==> config.mk <==
export PLATFORM = sky130hd
export DESIGN_NAME = two_key_debounce_autorepeat
export DESIGN_NICKNAME = d
export VERILOG_FILES = /design/src/tkda_pkg.sv /design/src/two_key_debounce_autorepeat.sv
export VERILOG_INCLUDE_DIRS = /design/src /design/src/src
export SDC_FILE = /design/constraint.sdc
export NUM_CORES = 1
export LEC_CHECK = 0
export ABC_AREA = 1
export BUFFER_PORTS_ARGS = -buffer_cell sky130_fd_sc_hd__buf_2
export CAP_MARGIN = 20
export CORE_MARGIN = 5
export CORE_UTILIZATION = 45
export CTS_CLUSTER_DIAMETER = 50
export CTS_CLUSTER_SIZE = 8
export DETAILED_ROUTE_END_ITERATION = 6
export GPL_ROUTABILITY_DRIVEN = 0
export HOLD_SLACK_MARGIN = 0.12
export PLACE_DENSITY_LB_ADDON = 0.2
export SYNTH_ARGS = -nofsm -noshare
export SYNTH_HDL_FRONTEND = slang
export SYNTH_SLANG_ARGS = --single-unit
==> constraint.sdc <==
create_clock -name clk -period 7.8 [get_ports clk]
set_input_delay 1.56 -clock clk [delete_from_list [all_inputs] [get_ports clk]]
set_output_delay 1.56 -clock clk [all_outputs]
set_load 0.01 [all_outputs]
==> src/two_key_debounce_autorepeat_macros.svh <==
// Assertion helpers shared by the RTL; clocked on clk, disabled in reset.
`ifndef TWO_KEY_DEBOUNCE_AUTOREPEAT_MACROS_SVH
`define TWO_KEY_DEBOUNCE_AUTOREPEAT_MACROS_SVH

// Check cons in the same cycle as ante.
`define TKDA_ASSERT_SAME(label, ante, cons, msg) \
	label: assert property (@(posedge clk) disable iff (!arst_n) (ante) |-> (cons)) \
		else $error(msg);

// Check cons in the cycle after ante.
`define TKDA_ASSERT_NEXT(label, ante, cons, msg) \
	label: assert property (@(posedge clk) disable iff (!arst_n) (ante) |=> (cons)) \
		else $error(msg);

`endif

==> src/tkda_pkg.sv <==
`default_nettype none

package tkda_pkg;

	localparam int NOW_W      = 32;
	localparam int IN_DATA_W  = 40;
	localparam int OUT_DATA_W = 8;
	localparam int ADDR_W     = 4;
	localparam int APB_DATA_W = 32;
	localparam int CNT_W      = 4;
	localparam int MS_W       = 16;
	localparam int NUM_KEYS   = 2;

	localparam int KEY_UP   = 0;
	localparam int KEY_DOWN = 1;

	localparam logic [CNT_W-1:0] THRESHOLD_RST  = 4'd3;
	localparam logic [MS_W-1:0]  LONG_PRESS_RST = 16'd500;
	localparam logic [MS_W-1:0]  REPEAT_RST     = 16'd120;

	typedef enum logic [1:0] {
		REG_PRESS_LEVEL = 2'd0,
		REG_THRESHOLD   = 2'd1,
		REG_LONG_PRESS  = 2'd2,
		REG_REPEAT      = 2'd3
	} reg_idx_t;

	typedef struct packed {
		logic             press_level;
		logic [CNT_W-1:0] threshold;
		logic [MS_W-1:0]  long_press;
		logic [MS_W-1:0]  repeat_ms;
	} cfg_t;

endpackage

`default_nettype wire

==> src/two_key_debounce_autorepeat.sv <==
`default_nettype none

// Two-key debouncer with long-press auto-repeat. Each request on the s_ side is one poll of
// an up key and a down key with a millisecond timestamp; each poll gives exactly one result
// on the m_ side, a step bit per key. A key's pressed state flips only after
// debounce_threshold equal samples; a change to pressed steps at once, a held key steps again
// after long_press_ms and then every repeat_ms, with time differences taken modulo
// 2^TIME_BITS. A key whose valid bit is low is left untouched and gives no step. One poll is
// accepted every cycle unless the m_ side stalls; a result passes the input register, then
// the result register; the per-key update between them is two TIME_BITS-wide subtracts and
// compares. Registers sit on an APB port at byte addresses 0, 4, 8 and 12; the user must
// write them only while no poll is in flight, which the block itself does not enforce.

`include "two_key_debounce_autorepeat_macros.svh"

module two_key_debounce_autorepeat
	import tkda_pkg::*;
#(
	parameter int TIME_BITS = 32
) (
	input  wire logic                  clk,
	input  wire logic                  arst_n,
	input  wire logic                  s_tvalid,
	output logic                       s_tready,
	// [0] up_level, [1] up_valid, [2] down_level, [3] down_valid, [35:4] now_ms, [39:36] zero
	input  wire logic [IN_DATA_W-1:0]  s_tdata,
	output logic                       m_tvalid,
	input  wire logic                  m_tready,
	// [0] up_step, [1] down_step, [7:2] zero
	output logic [OUT_DATA_W-1:0]      m_tdata,
	input  wire logic                  psel,
	input  wire logic                  penable,
	input  wire logic                  pwrite,
	input  wire logic [ADDR_W-1:0]     paddr,
	input  wire logic [APB_DATA_W-1:0] pwdata,
	output logic [APB_DATA_W-1:0]      prdata,
	output logic                       pready
);

	cfg_t                 cfg_q;
	reg_idx_t             reg_idx;
	logic                 cfg_wr;

	logic                 in_valid_s1;
	logic [NUM_KEYS-1:0]  level_s1;
	logic [NUM_KEYS-1:0]  valid_s1;
	logic [NOW_W-1:0]     now_s1;
	logic                 advance;
	logic [TIME_BITS-1:0] now_t;

	logic [NUM_KEYS-1:0]  step_s2;

	logic [NUM_KEYS-1:0]  stable_q;
	logic [NUM_KEYS-1:0]  prev_q;
	logic [CNT_W-1:0]     cnt_q      [NUM_KEYS];
	logic [NUM_KEYS-1:0]  rep_q;
	logic [TIME_BITS-1:0] press_q    [NUM_KEYS];
	logic [TIME_BITS-1:0] rtime_q    [NUM_KEYS];

	logic [NUM_KEYS-1:0]  stable_n;
	logic [NUM_KEYS-1:0]  prev_n;
	logic [CNT_W-1:0]     cnt_n      [NUM_KEYS];
	logic [NUM_KEYS-1:0]  rep_n;
	logic [TIME_BITS-1:0] press_n    [NUM_KEYS];
	logic [TIME_BITS-1:0] rtime_n    [NUM_KEYS];
	logic [NUM_KEYS-1:0]  step_n;
	logic [NUM_KEYS-1:0]  upd;

	assign pready  = 1'b1;
	assign reg_idx = reg_idx_t'(paddr[ADDR_W-1:2]);
	assign cfg_wr  = psel && penable && pwrite && pready;

	always_ff @(posedge clk or negedge arst_n) begin
		if (!arst_n) begin
			cfg_q.press_level <= 1'b0;
			cfg_q.threshold   <= THRESHOLD_RST;
			cfg_q.long_press  <= LONG_PRESS_RST;
			cfg_q.repeat_ms   <= REPEAT_RST;
		end else if (cfg_wr) begin
			case (reg_idx)
				REG_PRESS_LEVEL: cfg_q.press_level <= pwdata[0];
				REG_THRESHOLD:   cfg_q.threshold   <= pwdata[CNT_W-1:0];
				REG_LONG_PRESS:  cfg_q.long_press  <= pwdata[MS_W-1:0];
				REG_REPEAT:      cfg_q.repeat_ms   <= pwdata[MS_W-1:0];
				default: ;
			endcase
		end
	end

	always_comb begin
		prdata = '0;
		case (reg_idx)
			REG_PRESS_LEVEL: prdata = APB_DATA_W'(cfg_q.press_level);
			REG_THRESHOLD:   prdata = APB_DATA_W'(cfg_q.threshold);
			REG_LONG_PRESS:  prdata = APB_DATA_W'(cfg_q.long_press);
			REG_REPEAT:      prdata = APB_DATA_W'(cfg_q.repeat_ms);
			default:         prdata = '0;
		endcase
	end

	assign advance  = !m_tvalid || m_tready;
	assign s_tready = !in_valid_s1 || advance;

	always_ff @(posedge clk or negedge arst_n) begin
		if (!arst_n) begin
			in_valid_s1 <= 1'b0;
		end else if (s_tready) begin
			in_valid_s1 <= s_tvalid;
		end
	end

	always_ff @(posedge clk) begin
		if (s_tvalid && s_tready) begin
			level_s1[KEY_UP]   <= s_tdata[0];
			valid_s1[KEY_UP]   <= s_tdata[1];
			level_s1[KEY_DOWN] <= s_tdata[2];
			valid_s1[KEY_DOWN] <= s_tdata[3];
			now_s1             <= s_tdata[NOW_W+3:4];
		end
	end

	assign now_t = TIME_BITS'(now_s1);

	for (genvar k = 0; k < NUM_KEYS; k++) begin : g_key
		logic                 raw;
		logic                 hold;
		logic [TIME_BITS-1:0] held_for;
		logic [TIME_BITS-1:0] since_rep;

		assign raw       = (level_s1[k] == cfg_q.press_level);
		assign held_for  = now_t - press_q[k];
		assign since_rep = now_t - rtime_q[k];
		assign upd[k]    = advance && in_valid_s1 && valid_s1[k];

		always_comb begin
			prev_n[k]   = prev_q[k];
			cnt_n[k]    = cnt_q[k];
			stable_n[k] = stable_q[k];
			rep_n[k]    = rep_q[k];
			press_n[k]  = press_q[k];
			rtime_n[k]  = rtime_q[k];
			step_n[k]   = 1'b0;

			if (raw == prev_q[k]) begin
				if (cnt_q[k] < cfg_q.threshold) begin
					cnt_n[k] = cnt_q[k] + 4'd1;
				end
			end else begin
				prev_n[k] = raw;
				cnt_n[k]  = 4'd1;
			end

			hold = (cnt_n[k] < cfg_q.threshold) || (raw == stable_q[k]);

			if (hold) begin
				if (stable_q[k] && !rep_q[k]) begin
					if (held_for >= TIME_BITS'(cfg_q.long_press)) begin
						rep_n[k]   = 1'b1;
						rtime_n[k] = now_t;
						step_n[k]  = 1'b1;
					end
				end else if (stable_q[k] && rep_q[k]) begin
					if (since_rep >= TIME_BITS'(cfg_q.repeat_ms)) begin
						rtime_n[k] = now_t;
						step_n[k]  = 1'b1;
					end
				end
			end else begin
				stable_n[k] = raw;
				rep_n[k]    = 1'b0;
				press_n[k]  = now_t;
				rtime_n[k]  = now_t;
				step_n[k]   = raw;
			end
		end

		always_ff @(posedge clk or negedge arst_n) begin
			if (!arst_n) begin
				stable_q[k] <= 1'b0;
				prev_q[k]   <= 1'b0;
				cnt_q[k]    <= '0;
				rep_q[k]    <= 1'b0;
				press_q[k]  <= '0;
				rtime_q[k]  <= '0;
			end else if (upd[k]) begin
				stable_q[k] <= stable_n[k];
				prev_q[k]   <= prev_n[k];
				cnt_q[k]    <= cnt_n[k];
				rep_q[k]    <= rep_n[k];
				press_q[k]  <= press_n[k];
				rtime_q[k]  <= rtime_n[k];
			end
		end

		always_ff @(posedge clk) begin
			if (advance && in_valid_s1) begin
				step_s2[k] <= upd[k] && step_n[k];
			end
		end
	end

	always_ff @(posedge clk or negedge arst_n) begin
		if (!arst_n) begin
			m_tvalid <= 1'b0;
		end else if (advance) begin
			m_tvalid <= in_valid_s1;
		end
	end

	assign m_tdata = {{(OUT_DATA_W-NUM_KEYS){1'b0}}, step_s2};

	`TKDA_ASSERT_SAME(a_up_rep_stable, rep_q[KEY_UP], stable_q[KEY_UP], "up repeating while released")
	`TKDA_ASSERT_SAME(a_dn_rep_stable, rep_q[KEY_DOWN], stable_q[KEY_DOWN], "down repeating while released")
	`TKDA_ASSERT_SAME(a_up_press_step, $rose(stable_q[KEY_UP]), m_tvalid && step_s2[KEY_UP], "up press gave no step")
	`TKDA_ASSERT_NEXT(a_up_skip_quiet, advance && in_valid_s1 && !valid_s1[KEY_UP], !step_s2[KEY_UP], "step on failed up read")
	`TKDA_ASSERT_NEXT(a_s1_hold, in_valid_s1 && !advance, in_valid_s1 && $stable(now_s1), "stalled request lost")

endmodule

`default_nettype wire

==> results.md <==
* Max Fclk at 182.5 MHz
* Critical path arrival at 5.97 ns
* Switching share of power at 49.60%
* Post-Synthesis Cell Area at 20,460 um^2
* RSZ-0062 raised after global routing: no
* Crit end category: flip-flop
* Synth-to-layout area growth at 11.19%
* IO Port Bufs at 80
* Initial antenna violation count at 0
* Critical-path top delay cell: nand2_2
* Clock Skews at 0.02869 ns
* Longest Clk Path Bufs at 3
* Pin count of the biggest net entering global routing at 121
* Combinational fraction of design power at 62.0%
* Final WL at 61,620 um
* Placed Cells at 3,863
* Cell mode on critical path: nand2_1
* Fin nets at 3,596
* Worst path max stage delay at 0.77 ns
* Diode count at 0
* Post-cts resize count at 0
* Gr usage total at 24.05%
* CTS Buf Count at 40
* Final count of hold timing violations at 0
* Die H at 223.2 um
* Pins Over Slew Limit at 0
* Clock Tree Root: clkbuf_16
* Die W at 223.2 um
* Post-CTS Setup Repair Bufs at 0
* Post-route cell area at 22,750 um^2
* Final worst slack at 2.320 ns
* Reg2Reg Launch Point: now_s1[1]$_DFFE_PP_
* Remaining antenna violation count after routing at 0
* P_int at 0.004588 W
* Vias in the first global route at 19,624
* DIE AREA at 49,830 um^2
* Global-route wire length before repair at 97,580 um
* EDFF count, synth at 38
* Synth Instances at 3,210
* Area after DPL at 21,450 um^2
* Cell taking the most area after synthesis: nand2_1
* Clk sinks at 219
* Worst hold-check path type: reg2reg
* Req. time, crit path at 8.29 ns
* Worst-path cell chain: inv_1 > fa_1 > inv_1 > nand3_1 > nand3_1 > nand2_1 > nand2_1 > nand2_1 > nand2_1 > xor2_1 > ha_1 > inv_1 > nor3_1 > a211oi_1 > nand2_1 > nor2_1 > nand3_1 > nor2_1 > nand3_1 > nand2_1 > nand2_2 > nand2_2 > nand2_1 > nand2_1
* Clock share of power at 18.4%
* Tmin final at 5.480 ns
* Synth unique cells at 53
* DR vias/cell at 5.192
* Register area at 5685 um^2
* Detailed placement HPWL at 49,460 um
* Ys Warns at 0
* Register area share after synthesis at 27.79%
* IR drop worst, VDD at 0.2130 mV
* Max transition margin at 31.12%
* Post-synth ARST share at 82.65%
* Core region area at 45,190 um^2
* Max-capacitance violation count at 0
* Post-Route Setup TNS at 0 ns
* DRC viols at 0
* Power density cells at 400.2 nW/um^2
* Hold_sp: rtime_q[16]$_DFFE_PN0P_
* Crit path depth at 24
* 1st-iter DRT viols at 1,698
* First-pass DRT Iterations at 6
* Crit path launch type: flip-flop
* Top Ports at 126
* Worst Hold End: rtime_q[16]$_DFFE_PN0P_
* #FFs+latches synth at 219
* Worst R2R End: rtime_q[22]$_DFFE_PN0P_
* Worst slew pin tran at 1.033 ns
* CP Max Fanout at 33
* Status: finished clean
* Vias at 20,440
* Dominant cells by area after synthesis: nand2_1 (21%), dfrtp_1 (21%), ha_1 (12%)
* Fill count at 4,521
* Fin crit share at 70.26%
* Buf/Inv on CP at 3
* Commonest non-fill, non-tap cell in the layout: nand2_1
* Initial Util at 45.28%
* FP Rows at 78
* # hold bufs at CTS at 0
* H-tree Lvls at 2
* Reg2Reg Setup Slack at 2.32 ns
* Setup CP Type: reg2reg
* Most frequent cells in the layout: nand2_1 (1,163), inv_1 (573), nor2_1 (229)
* FF-to-FF path depth at 24
* Post-synth top flop: dfrtp_1
* Top-area cell type share of the netlist area at 21.34%
* Worst setup path start: now_s1[1]$_DFFE_PP_
* Net Switching at 0.004516 W
* Area of the multi-input gates at 12,260 um^2
* Sequential share of power at 19.7%
* Clk_lat worst skew at 0.57 ns
* Setup violators final at 0
* Post-Layout Cell Count at 3,937
* Clock-pin slew on the worst setup and hold paths at 0.05 ns
* CTS tree: done
* Ratio of cells with drive above 1 in the final layout at 6.593%
* Mapped Avg Cell Area at 6.373 um^2
* Pre-CTS WS at 2.406 ns
* WL/cell at 15.65 um
* Total gr overflow at 0
* Hold path cells at 2
* P_leak at 12.80 nW
* Worst path top cell family by delay: simple AND/OR/NAND/NOR gates
## worst min-delay path: cells and delay by family (launching register included)
family           cells  cell delay (ns)
flip-flops           1             0.34
AND/OR/NAND/NOR      2             0.09
## worst max-delay path by stage
| stage | endpoint | slack, ns |
|---|---|---|
| detailed placement | rtime_q[11]$_DFFE_PN0P_ | 2.41 |
| floorplan | prdata[10] | 4.06 |
| finish | rtime_q[22]$_DFFE_PN0P_ | 2.32 |
| global placement | rtime_q[26]$_DFFE_PN0P_ | 2.49 |
| global route | rtime_q[25]$_DFFE_PN0P_ | 1.85 |
| CTS | rtime_q[25]$_DFFE_PN0P_ | 2.36 |
## routing by layer
metal | global-route usage (%) | share of wire, % | vias up
met1 | 30.27 | 42 | 9437
met3 | 3.105 | 6.1 | 157
met2 | 41.57 | 47 | 597
met4 | 10.16 | 4.2 | 0
li1 | - | - | 10249
met5 | 0 | 0 | -
## Yosys cell counts (2+ instances only)
cell / n
and2_1: 12
a211oi_1: 5
a21boi_0: 5
o21ai_1: 3
nor2_2: 6
a21o_1: 2
fa_1: 4
dfstp_2: 12
a21oi_1: 136
nand2_2: 22
nand3_1: 167
nand2_1: 1163
nor2_1: 232
inv_1: 574
nor3_2: 2
a31oi_1: 2
dfrtp_1: 169
o21ai_0: 143
o22ai_1: 12
conb_1: 2
ha_1: 202
buf_4: 23
o21bai_1: 13
nor4_1: 4
buf_2: 20
nand3b_1: 22
o221ai_1: 3
buf_6: 5
clkbuf_1: 19
nand4_1: 65
or2_2: 3
nand3_2: 3
nand2b_1: 2
nor3_1: 29
o21a_1: 3
edfxtp_1: 38
xor2_1: 59
inv_2: 6
xnor2_1: 4
## flip-flops by register name, indices dropped and copies added, names as in the netlist
name	cells
cfg_q	37
cnt_q	8
in_valid_s1	1
level_s1	2
m_tdata	2
m_tvalid	1
now_s1	32
press_q	64
prev_q	2
rep_q	2
rtime_q	64
stable_q	2
valid_s1	2
## logic make-up after synthesis
| group | after synthesis | synth area share [%] |
|---|---|---|
| and+or+nand+nor | 1739 | 35.28 |
| buffers and inverters | 649 | 12.71 |
| AOI/OAI and AO/OA | 330 | 8.605 |
| DFF | 219 | 27.79 |
| adders and majority gates | 206 | 12.75 |
| xor gates and xnor gates | 64 | 2.777 |
| other | 2 | 0.03671 |
| muxes | 1 | 0.05504 |
## power by group through the flow
| stage | registers, W | logic [W] | clock network (W) |
|---|---|---|---|
| 3_3_place_gp | 0.00179 | 0.00539 | 0 |
| 3_5_place_dp | 0.00180 | 0.00555 | 0 |
| 5_1_grt | 0.00183 | 0.00644 | 0.00176 |
| 4_1_cts | 0.00179 | 0.00558 | 0.00171 |
| 2_1_floorplan | 0.00175 | 0.00424 | 0 |
| 6_report | 0.00179 | 0.00564 | 0.00167 |
## through the flow
stage	utilization, %	hold slack (ns)	power [W]
3_3_place_gp	47.43	0.4532	0.007178
6_report	50.34	0.4650	0.009104
4_1_cts	50.26	0.4713	0.009082
2_1_floorplan	-	0.4419	0.005993
3_5_place_dp	47.46	0.4584	0.007351
5_1_grt	50.34	0.4890	0.01003
## final cells by class
type	count	share of cell area, %
clock buffers	58	4.785
clock inverters	14	0.7645
inverters	581	9.587
multi-input cells	2363	53.91
flip-flops and latches	219	24.99
well taps	600	3.300
repair buffers	102	2.662
Note: power is estimated with default switching activity, not from simulation.
